===== src/ohb_pkg.sv =====
// ----------------------------------------------------------------------------
// ohb_pkg
// Sizes, codes and shared types of the overwriting history ring.
// ----------------------------------------------------------------------------
package ohb_pkg;

  // Ring geometry
  localparam int DEPTH       = 64;
  localparam int RECORD_BITS = 64;
  localparam int ADDR_W      = $clog2(DEPTH);
  localparam int CNT_W       = $clog2(DEPTH + 1);

  // Field widths fixed by the interface
  localparam int OP_W  = 2;
  localparam int REQ_W = 7;
  localparam int CFG_W = 7;

  // Command queue between front and back
  localparam int QUEUE_DEPTH = 4;
  localparam int QPTR_W      = $clog2(QUEUE_DEPTH);

  // Configuration port
  localparam int PADDR_W = 3;
  localparam logic [PADDR_W-3:0] REG_CAPACITY = '0;

  // Operation codes on the input word
  localparam logic [OP_W-1:0] OP_PUSH     = 2'd0;
  localparam logic [OP_W-1:0] OP_SNAPSHOT = 2'd1;
  localparam logic [OP_W-1:0] OP_LATEST   = 2'd2;

  typedef enum logic [1:0] {
    CMD_PUSH,
    CMD_SNAPSHOT,
    CMD_LATEST
  } cmd_kind_t;

  typedef struct packed {
    cmd_kind_t              kind;
    logic [RECORD_BITS-1:0] record;
    logic [REQ_W-1:0]       count;
  } cmd_t;

  typedef struct packed {
    logic [RECORD_BITS-1:0] record;
    logic                   valid;
    logic                   last;
    logic [CNT_W-1:0]       fill;
  } result_t;

  typedef struct packed {
    logic             clear;
    logic [CNT_W-1:0] capacity;
  } cfg_t;

  typedef enum logic {
    BK_IDLE,
    BK_RUN
  } back_state_t;

endpackage


===== src/ohb_front.sv =====
// ----------------------------------------------------------------------------
// ohb_front
// Input handshake and command classification; unused codes are dropped.
// ----------------------------------------------------------------------------
module ohb_front (
  input  logic [1:0]    operation,
  input  logic [63:0]   record_in,
  input  logic [6:0]    request_count,
  input  logic          in_valid,
  output logic          in_ready,
  output logic          q_push,
  output ohb_pkg::cmd_t q_data,
  input  logic          q_full
);
  import ohb_pkg::*;

  logic known_op;

  // Classify the word into a back-end command
  always_comb begin
    known_op      = 1'b1;
    q_data.record = record_in[RECORD_BITS-1:0];
    q_data.count  = request_count;
    q_data.kind   = CMD_PUSH;
    unique case (operation)
      OP_PUSH: begin
        q_data.kind = CMD_PUSH;
      end
      OP_SNAPSHOT: begin
        q_data.kind = CMD_SNAPSHOT;
      end
      OP_LATEST: begin
        // latest is a snapshot of one
        q_data.kind  = CMD_LATEST;
        q_data.count = REQ_W'(1);
      end
      default: begin
        known_op = 1'b0;
      end
    endcase
  end

  // Accept whenever the queue has room; unknown words are swallowed
  assign in_ready = !q_full;
  assign q_push   = in_valid && !q_full && known_op;

endmodule


===== config.mk =====
export PLATFORM = sky130hd
export DESIGN_NAME = ohb_front
export DESIGN_NICKNAME = d
export VERILOG_FILES = /design/src/ohb_pkg.sv /design/src/ohb_front.sv
export SDC_FILE = /design/constraint.sdc
export NUM_CORES = 1
export LEC_CHECK = 0
export BUFFER_PORTS_ARGS = -buffer_cell sky130_fd_sc_hd__buf_2
export CORE_AREA = 2 2 57 59
export DETAILED_ROUTE_END_ITERATION = 7
export DIE_AREA = 0 0 59 61
export GPL_TIMING_DRIVEN = 0
export PLACE_DENSITY = 0.75
export SYNTH_ARGS = -nofsm -noshare
export SYNTH_HDL_FRONTEND = slang
export SYNTH_SLANG_ARGS = --single-unit

===== constraint.sdc =====
create_clock -name vclk -period 0.8
set_clock_uncertainty 0.05 [all_clocks]
set_input_delay 0 -clock vclk [all_inputs]
set_output_delay 0 -clock vclk [all_outputs]
set_load 0.02 [all_outputs]

==> impl_metrics.ini <==
[detailed_routing]
route.vias.total = 685
drt_iter0_drc = 5
firstDrtPassIters = 4
finalWirelength_mm = 1.63
wl_per_cell_um = 8.32
ant_nets = 0
drc = 0
vias_per_cell = 3.49

[layout]
layout-drive-gt1-share_pct = 92.6
clkbuf_count = 0
fill_cells = 304
n_antenna_cell = 0
syn2layout_area_growth_pct = 83.8
fin_area_mm2 = 0.00103
regArea_um2 = 0
multi_input_area_um2 = 75.1
finalNetCount = 240
seq_cells = 0

[setup_path]
crit_family = simple AND/OR/NAND/NOR gates
worst_path_largest_cell_delay_ps = 160
path_buf_inv = 2
cp.arrival_ps = 580
path_cells = buf_2 > nand2b_4 > and2_1 > buf_2
crit_path_frequent_cell = buf_2
worst_setup_path_end_kind = output pin
required_ps = 750
crit_type = primary input to output pin
cp_max_fo = 8
cp-start-kind = primary input
slowest_stage = nand2b_4

[yosys]
yosysTopAreaCell = buf_4
synth-xor-area-share_pct = 0
synthDistinctLibCells = 8
synthAdderAreaFrac_pct = 0
synth_fp_nets = 152
syn_avg_cell_area_um2 = 7.31
seq_area_frac_synth_pct = 0
synth_compound_area_share_pct = 0
synth_area_um2 = 563
synth_top_family_by_area = buffers and inverters
synth_top_area_share_pct = 85.3
synth_cells = 77
synthSimpleGateAreaFrac_pct = 13.3
synth.area.mux_share_pct = 0
ys_warn_count = 0
yosys-top-cells-area = buf_4 (85%), and2_1 (6.7%), nand2b_4 (2.4%)

[power]
power_w = 0.000743
p_leak_nw = 0.703
peakVddDrop_uv = 337
power.density_mw_per_mm2 = 718

[grt]
grt_first_pass_wirelength_mm = 2.00
first_global_vias = 538
grt_max_degree = 9
grt_use_total_pct = 6.75
globalRouteOverflowTotal = 0
antenna_found_initial = 0

[placed_design]
post-place-ws_ps = 167
io_buffers = 86
placed_cell_area_mm2 = 0.00103
gp_congestion = 0.630
place_hpwl_mm = 1.59

[timing]
fin_ws_ps = 175
maxSlewHeadroom_pct = 92.3
rsz0062_at_grt = false
fmaxAchievable_mhz = 1600
finalHoldViolCount = 0
worst_pin_slew_ps = 117
slew_viol_final = 0
timing.final.crit_share_pct = 78.2
fin_tns_setup_ps = 0
setup_viol = 0
period_minus_slack_ps = 625

[die]
die_w_um = 59
core_area_mm2 = 0.00295
rows = 20
die_area_mm2 = 0.00360
ios = 150
start_util_pct = 19.1
die_h_um = 61

[hold_path]
min_path_type = primary input to output pin

[clock_network]
post_cts_resized = 0
ctsHoldBuffers = 0
post-cts-setup-buffers = 0

[outcome]
status = completed

[run]
max_cap_viol_count = 0
-- kinds of logic after synthesis --
family,after synthesis
buffers and inverters,66
AND/OR/NAND/NOR,11
-- synthesized netlist by cell type, drive strengths merged --
library cell and count:
and3 1, inv 2, nand2b 2, nand2 1, and2b 1, and2 6, buf 64
-- per-stage QoR --
step	hold slack (ps)	utilization, %	std cells
finish	167	35.0	196
global route	171	35.0	196
CTS	168	35.0	196
detailed placement	168	35.0	196
global placement	168	35.0	196
floorplan	31.5	-	77
-- power breakdown --
group / internal (W) / leakage, nW / switching [W]
combinational: 0.000365 / 0.703 / 0.000378
clock: 0 / 0 / 0
sequential: 0 / 0 / 0
total: 0.000365 / 0.703 / 0.000378
-- layout make-up --
class	instances	area share, %
Buffer	64	46.4
Inverter	2	0.726
Multi-Input combinational cell	11	7.26
Tap cell	33	3.99
Timing Repair Buffer	86	41.6
-- placed cells by master, fill, tap and decap left out, drive strengths merged --
cell	synthesis	final
and3	1	1
inv	2	2
and2b	1	1
nand2b	2	2
nand2	1	1
and2	6	6
buf	64	150
-- path summary, 6_finish.rpt --
kind / from / end / cells past startpoint
min: record_in[31] / q_data[38] / 2
max: operation[0] / q_data[2] / 4
-- routing by layer --
| layer | track usage [%] | wire length (um) |
|---|---|---|
| met1 | 6.19 | 457 |
| met5 | 0 | 0 |
| met3 | 0.426 | 308 |
| met2 | 16.2 | 865 |
| met4 | 0 | 0 |
No activity file was read; power rests on OpenSTA's default activity.
