`config.mk`:
```
export PLATFORM = sky130hd
export DESIGN_NAME = ohb_queue
export DESIGN_NICKNAME = d
export VERILOG_FILES = /design/src/ohb_pkg.sv /design/src/ohb_queue.sv
export SDC_FILE = /design/constraint.sdc
export NUM_CORES = 1
export LEC_CHECK = 0
export BUFFER_PORTS_ARGS = -buffer_cell sky130_fd_sc_hd__buf_2
export CELL_PAD_IN_SITES_DETAIL_PLACEMENT = 0
export CELL_PAD_IN_SITES_GLOBAL_PLACEMENT = 2
export CORE_MARGIN = 2
export CORE_UTILIZATION = 40
export CTS_CLUSTER_DIAMETER = 50
export DETAILED_ROUTE_END_ITERATION = 8
export GPL_TIMING_DRIVEN = 1
export PLACE_DENSITY = 0.68
export SLEW_MARGIN = 20
export SYNTH_ARGS = -nofsm -noshare
export SYNTH_HDL_FRONTEND = slang
export SYNTH_SLANG_ARGS = --single-unit
```
`constraint.sdc`:
```
create_clock -name clk -period 6.6 [get_ports clk]
set_input_delay 0 -clock clk [delete_from_list [all_inputs] [get_ports clk]]
set_output_delay 0 -clock clk [all_outputs]
set_load 0.05 [all_outputs]
```
`src/ohb_pkg.sv`:
```
// ----------------------------------------------------------------------------
// ohb_pkg
// Sizes, codes and shared types of the overwriting history ring.
// ----------------------------------------------------------------------------
package ohb_pkg;

  // Ring geometry
  localparam int DEPTH       = 64;
  localparam int RECORD_BITS = 64;
  localparam int ADDR_W      = $clog2(DEPTH);
  localparam int CNT_W       = $clog2(DEPTH + 1);

  // Field widths fixed by the interface
  localparam int OP_W  = 2;
  localparam int REQ_W = 7;
  localparam int CFG_W = 7;

  // Command queue between front and back
  localparam int QUEUE_DEPTH = 4;
  localparam int QPTR_W      = $clog2(QUEUE_DEPTH);

  // Configuration port
  localparam int PADDR_W = 3;
  localparam logic [PADDR_W-3:0] REG_CAPACITY = '0;

  // Operation codes on the input word
  localparam logic [OP_W-1:0] OP_PUSH     = 2'd0;
  localparam logic [OP_W-1:0] OP_SNAPSHOT = 2'd1;
  localparam logic [OP_W-1:0] OP_LATEST   = 2'd2;

  typedef enum logic [1:0] {
    CMD_PUSH,
    CMD_SNAPSHOT,
    CMD_LATEST
  } cmd_kind_t;

  typedef struct packed {
    cmd_kind_t              kind;
    logic [RECORD_BITS-1:0] record;
    logic [REQ_W-1:0]       count;
  } cmd_t;

  typedef struct packed {
    logic [RECORD_BITS-1:0] record;
    logic                   valid;
    logic                   last;
    logic [CNT_W-1:0]       fill;
  } result_t;

  typedef struct packed {
    logic             clear;
    logic [CNT_W-1:0] capacity;
  } cfg_t;

  typedef enum logic {
    BK_IDLE,
    BK_RUN
  } back_state_t;

endpackage

```
`src/ohb_queue.sv`:
```
// ----------------------------------------------------------------------------
// ohb_queue
// Short command FIFO decoupling the front from the back.
// ----------------------------------------------------------------------------
module ohb_queue (
  input  logic          clk,
  input  logic          rst,
  input  logic          push,
  input  ohb_pkg::cmd_t push_data,
  output logic          full,
  input  logic          pop,
  output ohb_pkg::cmd_t pop_data,
  output logic          empty
);
  import ohb_pkg::*;

  cmd_t              slots [QUEUE_DEPTH];
  logic [QPTR_W-1:0] wr_ptr;
  logic [QPTR_W-1:0] rd_ptr;
  logic [QPTR_W:0]   used;

  // no room while in reset, so nothing is taken and lost
  assign full     = rst || (used == (QPTR_W + 1)'(QUEUE_DEPTH));
  assign empty    = (used == '0);
  assign pop_data = slots[rd_ptr];

  // Pointers and occupancy
  always_ff @(posedge clk) begin
    if (rst) begin
      wr_ptr <= '0;
      rd_ptr <= '0;
      used   <= '0;
    end else begin
      if (push) wr_ptr <= wr_ptr + 1'b1;
      if (pop)  rd_ptr <= rd_ptr + 1'b1;
      used <= used + (QPTR_W + 1)'(push) - (QPTR_W + 1)'(pop);
    end
  end

  // Storage
  always_ff @(posedge clk) begin
    if (push) slots[wr_ptr] <= push_data;
  end

endmodule

```
==> summary.txt <==
Synth
  • Synthesis Warnings: 0
  • Cells after Synth: 424
  • Post-synthesis sequential area ratio: 81.0%
  • Count of state elements after synthesis: 301
  • Syn_nets: 508
  • Synth area leaders: edfxtp_1 79%, mux4_2 15%, dfxtp_1 1.6%
  • Avg Cell Area, Syn: 26.1 sq um
  • Synth top area share: 79.3%
  • Synth area leader: edfxtp_1
  • Synthesized area: 11100 sq um
  • Netlist cell types: 23

Timing
  • Final max-slew violation count: 0
  • RSZ-0062 raised after global routing: false
  • Worst Tran Pin Value: 0.921 ns
  • Final setup fails: 0
  • Final min period: 2.94 ns
  • TNS Setup: 0 ns
  • Fin. Hold Viols: 0
  • Achievable Freq: 0.340 GHz
  • Tcrit/Tclk final: 44.6%
  • Max_slew headroom: 38.6%
  • Clock skew: 0.0119 ns

Flow run
  • MaxCap Viol Count: 0

Worst setup path
  • Reg2Reg Depth: 4
  • Worst setup EP type: output pin
  • Max FO, Critical Path: 45
  • Crit Path Class: register to output pin
  • Worst R2R End: slots[1][35]$_DFFE_PP_
  • Slowest cell on crit path: buf_4
  • WP buf/inv: 2
  • Delay of the slowest critical-path stage: 0.81 ns
  • Worst r2r src: wr_ptr[1]$_SDFFE_PP0P_
  • Required time of the worst setup path: 6.60 ns
  • Kind of cell adding the most delay to the critical path: buffers and inverters
  • Reg2Reg Setup Slack: 4.43 ns
  • Worst path cell trace: buf_4 > mux4_2 > buf_2
  • Startpoint types: register
  • Critical path arrival: 2.94 ns

Detailed routing
  • Routed wire length: 20400 um
  • First drt pass iteration count: 6
  • Post-DRT Antenna Nets: 0
  • Initial DRC Count: 350
  • Drt wl/cell: 19.6 um
  • # DRC: 0
  • Vias: 5211
  • Detailed-route vias per instance: 5.01

Clock tree
  • Sinks on Clock Net: 301
  • Skew-Pair Late Insertion Delay: 0.49 ns
  • Clk slew on worst S/H paths: 0.06 ns
  • Post_cts resized: 0
  • CTS tree: built
  • Setup Fix Bufs, Post-CTS: 0
  • Hold_buf cts: 77
  • H-tree levels: 2
  • Clock tree buffer depth: 3
  • CTS root buf: clkbuf_16
  • CTS buffer count: 34

Placed design
  • Placer Congestion: 0.677
  • Cell Area, Placed: 12100 sq um
  • Port Buffer Count: 151
  • Dpl hpwl: 11600 um

Floorplanning
  • Die footprint: 29000 sq um
  • Width of the die: 170 um
  • Cell Rows: 60
  • Ports: 152
  • Core area: 27000 sq um
  • Chip Height: 170 um
  • Initial core utilization: 40.9%

Worst hold path
  • WHS Endpoint: slots[2][11]$_DFFE_PP_
  • Hold_sp: push_data[11]
  • Worst Hold Path Cells: 2
  • Worst min path class: primary input to register

Global routing
  • Grt ovf: 0
  • Vias in the first global route: 5567
  • Initial antenna violation count: 0
  • Largest net degree at the start of global routing: 74
  • Total GRT Usage: 14.1%
  • First-pass GRT wire length: 30900 um

Final layout
  • Layout cells sized above 1: 40.8%
  • Post-layout util: 51.7%
  • # diodes: 0
  • Layout Nets: 761
  • Area grow syn2layout: 26.4%
  • Area occupied by multi-input gates: 1900 sq um
  • Number of fill cells: 2159
  • Reg area: 8960 sq um
  • Post-route cell area: 14000 sq um

Power
  • Pwr/cell area: 336 nW/um^2
  • VDD IR-drop max: 0.262 mV
  • Leak Pwr: 4.78 nW

Run status
  • Status: finished clean
sequential cells by signal (all words and copies together), names as in the netlist, named ones only:
| signal | count |
|---|---|
| wr_ptr | 2 |
| slots | 292 |
| used | 3 |
| rd_ptr | 2 |
cells by family (layout without fill, tap and decap cells):
logic type                 after synthesis  after routing  synth area share, %
xor gates and xnor gates                 3              3                0.374
muxes                                   74             74                 15.0
DFF                                    301            301                 81.0
and+or+nand+nor                         13             13                0.623
buffers and inverters                   23            298                 1.97
adders and majority gates                7              7                0.860
AOI/OAI and AO/OA                        3              3                0.215
cells in the mapped netlist:
master / n
inv_1: 6
clkbuf_2: 1
fa_1: 1
nand3b_1: 1
mux4_2: 72
mux2i_1: 1
nor3_1: 1
a21bo_2: 1
a21oi_1: 1
dfxtp_1: 9
nor2_1: 5
buf_2: 7
ha_1: 6
mux4_1: 1
clkbuf_1: 1
xnor2_1: 2
buf_6: 1
a31o_2: 1
edfxtp_1: 292
buf_12: 7
and2_1: 4
nor2b_1: 2
xor3_1: 1
metrics by stage:
stage          cells  worst slack (ns)  hold slack, ns  total power, W
6_report        1040              3.66           0.249         0.00469
2_1_floorplan    424              3.91          0.0989         0.00274
3_3_place_gp     905              4.03           0.209         0.00287
4_1_cts         1040              3.51           0.235         0.00475
5_1_grt         1040              3.36           0.247         0.00486
3_5_place_dp     905              4.04           0.218         0.00289
per-layer routing:
metal,track usage [%],wire length (um)
met1,18.1,8720
met2,24.4,10200
met3,3.23,1080
met4,3.98,392
met5,0,0
worst max path at each step:
stage,endpoint,slack [ns],cells after the start
final,pop_data[26],3.66,3
after global routing,pop_data[27],3.36,3
after CTS,pop_data[62],3.51,3
after detailed placement,pop_data[26],4.04,3
after global placement,pop_data[26],4.03,3
after floorplan,slots[0][0]$_DFFE_PP_,3.91,3
power by group:
group | leakage, nW | internal, W | switching [W]
Combinational | 1.49 | 0.000214 | 0.000425
Clock | 0.538 | 0.00113 | 0.000695
Sequential | 2.76 | 0.00220 | 0.0000327
Total | 4.78 | 0.00354 | 0.00115
worst register-to-register path: cells and delay by family (launching register included):
kind / cells / cell delay (ns)
adder cells (fa/ha/maj): 1 / 0.15
flip-flops: 1 / 0.35
AND/OR/NAND/NOR: 1 / 0.55
buffers and inverters: 2 / 0.71
cell usage in the layout (no fill, tap or decap), drive strengths merged, types with 2 or more instances in the layout:
cell	n
edfxtp	292
buf	157
dlygate4sd3	77
mux4	73
clkbuf	40
clkinv	12
dfxtp	9
inv	8
ha	6
nor2	5
and2	4
bufinv	4
nor2b	2
xnor2	2
area by class of cell:
class,instances,share of cell area (%)
multi-input cells,100,13.6
flip-flops and latches,301,64.1
clock inverters,18,1.42
well taps,341,3.05
clock buffers,40,6.40
repair buffers,234,11.3
inverters,6,0.161
Note: power is estimated with default switching activity, not from simulation.
